<file path="src/sv/edit_distance_engine_defines.svh">
`ifndef EDIT_DISTANCE_ENGINE_DEFINES_SVH
`define EDIT_DISTANCE_ENGINE_DEFINES_SVH

// same-cycle implication, checked outside reset
`define EDE_ASSERT_NOW(name, ante, cons, msg) \
  name: assert property (@(posedge clk) disable iff (rst) (ante) |-> (cons)) \
    else $error(msg);

// next-cycle implication, checked outside reset
`define EDE_ASSERT_NEXT(name, ante, cons, msg) \
  name: assert property (@(posedge clk) disable iff (rst) (ante) |=> (cons)) \
    else $error(msg);

`endif

</file>
<file path="src/sv/ede_pkg.sv">
`default_nettype none

package ede_pkg;

  localparam int MAX_LEN_DEF = 256;
  localparam int LEN_W_DEF   = $clog2(MAX_LEN_DEF + 1);

  localparam int MODE_W = 2;
  localparam int SYM_W  = 8;
  localparam int DIST_W = 9;

  localparam int DIST_MAX = 511;

  localparam logic [MODE_W-1:0] MODE_FIRST   = 2'd0;
  localparam logic [MODE_W-1:0] MODE_SECOND  = 2'd1;
  localparam logic [MODE_W-1:0] MODE_COMPUTE = 2'd2;

endpackage

`default_nettype wire

</file>
<file path="src/sv/ede_cell.sv">
`default_nettype none

module ede_cell import ede_pkg::*; #(
  parameter int W = LEN_W_DEF
) (
  input  logic [W-1:0]     diag,
  input  logic [W-1:0]     left,
  input  logic [W-1:0]     above,
  input  logic [SYM_W-1:0] a_sym,
  input  logic [SYM_W-1:0] b_sym,
  output logic [W-1:0]     value
);

  logic [W:0] sub_cost;
  logic [W:0] ins_cost;
  logic [W:0] del_cost;
  logic [W:0] best;

  always_comb begin
    sub_cost = {1'b0, diag} + (W+1)'(a_sym != b_sym);
    ins_cost = {1'b0, left} + (W+1)'(1);
    del_cost = {1'b0, above} + (W+1)'(1);
    best = (sub_cost < ins_cost) ? sub_cost : ins_cost;
    if (del_cost < best) begin
      best = del_cost;
    end
    // a cell never exceeds the longer sequence length, so it fits W bits
    value = best[W-1:0];
  end

endmodule

`default_nettype wire

</file>
<file path="config.mk">
export PLATFORM = sky130hd
export DESIGN_NAME = ede_cell
export DESIGN_NICKNAME = d
export VERILOG_FILES = /design/src/sv/edit_distance_engine_defines.svh /design/src/sv/ede_pkg.sv /design/src/sv/ede_cell.sv
export SDC_FILE = /design/constraint.sdc
export NUM_CORES = 1
export LEC_CHECK = 0
export CAP_MARGIN = 20
export CELL_PAD_IN_SITES_DETAIL_PLACEMENT = 1
export CELL_PAD_IN_SITES_GLOBAL_PLACEMENT = 2
export CORE_MARGIN = 2
export CORE_UTILIZATION = 34
export DETAILED_ROUTE_END_ITERATION = 8
export DONT_BUFFER_PORTS = 1
export PLACE_DENSITY = 0.82
export REMOVE_ABC_BUFFERS = 1
export SLEW_MARGIN = 25
export SYNTH_ARGS = -nofsm -noshare
export SYNTH_HDL_FRONTEND = slang
export SYNTH_SLANG_ARGS = --single-unit
</file>
<file path="constraint.sdc">
create_clock -name vclk -period 6.7
set_input_delay 0.67 -clock vclk [all_inputs]
set_output_delay 0.67 -clock vclk [all_outputs]
set_load 0.05 [all_outputs]
</file>
==> summary.txt <==
Die
  – X dimension of the die: roughly 65 um
  – Effective utilization at floorplan: 0.365
  – Die extent in y: around 65 um
  – Cell Rows: 21
  – Die Footprint: ~4200 um^2
  – IO Pins: 52
  – Area of the placeable core: 3420 um^2

GRT
  – Pin count of the biggest net entering global routing: 10
  – Total overflow reported by the global router: 0
  – First-pass GRT wire length: 5800 um
  – Total global-route track usage: 0.168
  – Antenna violations before repair: 0
  – Vias in the first global route: 1324

Synthesis
  – Count of mapped cells out of synthesis: 160
  – Simple-gate portion of the synthesized area: 0.240
  – Proportion of synthesized chip area in sequential cells: 0
  – Synthesized-area fraction occupied by adder cells: 0.221
  – Total number of yosys warnings: 0
  – Fraction of the mapped netlist area in compound gates: 0.163
  – Post-synthesis cell area: 1250 um^2
  – Number of library cell types mapped by synthesis: 34
  – Area share of xor/xnor cells in the synthesized design: 0.204
  – Combinational family with the most area after synthesis: simple AND/OR/NAND/NOR gates
  – Portion of netlist area occupied by mux cells: 0.115
  – Per-instance average area after synthesis: 7.79 um^2

Pwr
  – Total leakage power: about 0.60 nW
  – Total Power: 0.179 mW
  – Total power divided by cell area: roughly 130 nW/um^2
  – Max IR drop VDD: 0.0000470 V

Detailed routing
  – Iteration-0 DRC count of the detailed router: 19
  – Drt via density: 5.80
  – Post-detailed-route wirelength per cell: 16.6 um
  – Total via count in the routed design: approximately 1.2k
  – # DRC: 0
  – Detailed Route WL: around 3500 um
  – Number of iterations in the first detailed-routing pass: 4
  – DRT antenna net count: 0

Cells and area
  – Area growth from synthesis to final layout: 8.94%
  – Ratio of cells with drive above 1 in the final layout: 0.114
  – Final core occ: 0.397
  – Area of all placed cells without fillers: 1360 um^2
  – Layout clock buffers: 0
  – Layout filler cell count: 434
  – Diodes inserted: 0
  – Storage element area: 0 um^2
  – Net count reported at finish: 234
  – Total area of multi-input combinational cells: roughly 1200 um^2
  – Number of flip-flops and latches: 0

Worst hold path
  – Hold Crit Class: primary input to output pin

CTS
  – Number of buffers added to fix hold violations after cts: 0
  – Count of buffers added by post-CTS timing repair for setup: 0

STA
  – Worst slew margin relative to its limit: 0.642
  – Setup-failing EPs final: 0
  – Total Negative Setup Slacks: 0 ns
  – Unrepaired setup endpoints after global routing: false
  – Min Clock Period, post-route: approximately 6.4 ns
  – Number of max-slew violations in the final report: 0
  – Max frequency: 157 MHz
  – Ratio of final minimum period to clock period: 0.953
  – Hold Violations, Final: 0
  – Least-Margin Pin Slew: roughly 0.53 ns

Setup path
  – Endpoint class of the critical path: output pin
  – CP max FO: 9
  – Required @ worst endpoint: ~6.0 ns
  – Worst setup SP type: primary input
  – Start point of the critical path: b_sym[7]
  – Start-to-end type of the worst setup path: primary input to output pin
  – Arrival @ worst endpoint: 5.72 ns
  – Critical path endpoint: value[4]

Placed design
  – Standard cell area after detailed placement: 1350 um^2
  – Count of buffers from port buffering: 0
  – Routability Congestion: 0.939
  – Detailed-placement wirelength estimate: approximately 3200 um

Outcome
  – Result of the run: finished clean

Job
  – Number of max-cap violations: 0
==> kinds of logic after synthesis <==
family	after synthesis
and+or+nand+nor	54
AOI/OAI and AO/OA	24
muxes	14
buffers and inverters	17
adders and majority gates	22
xor gates and xnor gates	29
==> through the flow <==
step,setup slack (ns),hold slack (ns),instances
floorplan,0.302,1.73,159
global placement,0.353,1.72,213
detailed placement,0.109,1.73,213
CTS,0.108,1.73,213
global route,0.0318,1.77,213
finish,0.315,1.72,213
==> worst max-delay path, stage by stage <==
cell and delay (ns):
sky130_fd_sc_hd__xor2_1 0.14, sky130_fd_sc_hd__nor4_1 0.26, sky130_fd_sc_hd__nand2_1 0.10, sky130_fd_sc_hd__ha_1 0.24, sky130_fd_sc_hd__ha_1 0.24, sky130_fd_sc_hd__nand4_1 0.12, sky130_fd_sc_hd__xor2_1 0.19, sky130_fd_sc_hd__inv_1 0.07
sky130_fd_sc_hd__ha_1 0.23, sky130_fd_sc_hd__a211oi_1 0.34, sky130_fd_sc_hd__o21bai_2 0.23, sky130_fd_sc_hd__nor3_4 0.40, sky130_fd_sc_hd__mux2_2 0.42, sky130_fd_sc_hd__ha_1 0.30, sky130_fd_sc_hd__nand4_1 0.17, sky130_fd_sc_hd__or4_1 0.53
sky130_fd_sc_hd__nor4_1 0.20, sky130_fd_sc_hd__nand4bb_2 0.38, sky130_fd_sc_hd__mux2i_1 0.26, sky130_fd_sc_hd__buf_4 0.23
==> final cells by class <==
cell class,count,area share
well taps,46,0.0424
inverters,16,0.0442
multi-input cells,143,0.869
repair buffers,8,0.0442
==> per-layer routing <==
| layer | vias up | routed length, um | global-route usage |
|---|---|---|---|
| met2 | 27 | 1820 | 0.329 |
| met1 | 594 | 1550 | 0.205 |
| met5 | - | 0 | 0 |
| met4 | 0 | 39 | 0.0186 |
| met3 | 4 | 130 | 0.0122 |
| li1 | 611 | - | - |
==> Yosys cell counts <==
cell type | instances | area share
sky130_fd_sc_hd__o41ai_1 | 3 | 0.021
sky130_fd_sc_hd__nand3_1 | 11 | 0.044
sky130_fd_sc_hd__ha_1 | 22 | 0.22
sky130_fd_sc_hd__mux2i_1 | 11 | 0.088
sky130_fd_sc_hd__nor2b_1 | 1 | 0.0050
sky130_fd_sc_hd__nand4_1 | 8 | 0.040
sky130_fd_sc_hd__or4_1 | 1 | 0.0060
sky130_fd_sc_hd__and3_2 | 1 | 0.0060
sky130_fd_sc_hd__buf_6 | 1 | 0.0090
sky130_fd_sc_hd__a21oi_1 | 4 | 0.016
sky130_fd_sc_hd__o21ai_2 | 1 | 0.0070
sky130_fd_sc_hd__o21ai_0 | 3 | 0.012
sky130_fd_sc_hd__nor4_1 | 3 | 0.015
sky130_fd_sc_hd__a211oi_1 | 1 | 0.0060
sky130_fd_sc_hd__a221o_1 | 1 | 0.0080
sky130_fd_sc_hd__nand4_2 | 1 | 0.010
sky130_fd_sc_hd__mux2_2 | 3 | 0.027
sky130_fd_sc_hd__a21o_1 | 2 | 0.012
sky130_fd_sc_hd__nor2_1 | 11 | 0.033
sky130_fd_sc_hd__and4_1 | 2 | 0.014
sky130_fd_sc_hd__o22a_1 | 1 | 0.0070
sky130_fd_sc_hd__inv_1 | 16 | 0.048
sky130_fd_sc_hd__nand2_1 | 10 | 0.030
sky130_fd_sc_hd__a211oi_4 | 2 | 0.032
sky130_fd_sc_hd__o311ai_0 | 1 | 0.0070
sky130_fd_sc_hd__nor3_4 | 1 | 0.013
sky130_fd_sc_hd__nand4bb_1 | 1 | 0.0090
sky130_fd_sc_hd__xor2_1 | 18 | 0.13
sky130_fd_sc_hd__xnor2_1 | 11 | 0.077
sky130_fd_sc_hd__nor3_1 | 1 | 0.0040
sky130_fd_sc_hd__and3_1 | 2 | 0.010
sky130_fd_sc_hd__o21bai_2 | 1 | 0.0090
sky130_fd_sc_hd__a41oi_1 | 1 | 0.0070
sky130_fd_sc_hd__o31ai_1 | 3 | 0.018
==> report_power, final <==
part           total (mW)  switching [mW]  internal (mW)
Sequential              0               0              0
Combinational       0.179           0.114         0.0655
Clock                   0               0              0
Total               0.179           0.114         0.0655
==> layout by cell type, fill, tap and decap left out, types with 2 or more instances in the layout <==
master                     synthesis  layout
sky130_fd_sc_hd__ha_1             22      22
sky130_fd_sc_hd__xor2_1           18      18
sky130_fd_sc_hd__inv_1            16      16
sky130_fd_sc_hd__nor2_1           11      11
sky130_fd_sc_hd__nand3_1          11      11
sky130_fd_sc_hd__xnor2_1          11      11
sky130_fd_sc_hd__mux2i_1          11      11
sky130_fd_sc_hd__nand2_1          10      10
sky130_fd_sc_hd__nand4_1           8       8
sky130_fd_sc_hd__buf_4             0       8
sky130_fd_sc_hd__a21oi_1           4       4
sky130_fd_sc_hd__o21ai_0           3       3
sky130_fd_sc_hd__mux2_2            3       3
sky130_fd_sc_hd__o31ai_1           3       3
sky130_fd_sc_hd__o41ai_1           3       3
sky130_fd_sc_hd__nor4_1            3       3
sky130_fd_sc_hd__and4_1            2       2
sky130_fd_sc_hd__and3_1            2       2
sky130_fd_sc_hd__a211oi_4          2       2
sky130_fd_sc_hd__a21o_1            2       2
==> worst min-delay path by stage <==
stage / start / to / slack (ns) / cells past startpoint
final: above[2] / value[2] / 1.72 / 3
after global routing: above[7] / value[7] / 1.77 / 3
after CTS: above[2] / value[2] / 1.73 / 3
after detailed placement: above[2] / value[2] / 1.73 / 3
after global placement: above[2] / value[2] / 1.72 / 3
after floorplan: above[0] / value[0] / 1.73 / 2
==> what timing repair did <==
action                                  CTS  global route
resized for setup                         0             1
endpoints found under the setup margin    0             8
hold endpoints to repair                  0             0
Power figures use the tool's default switching activity.
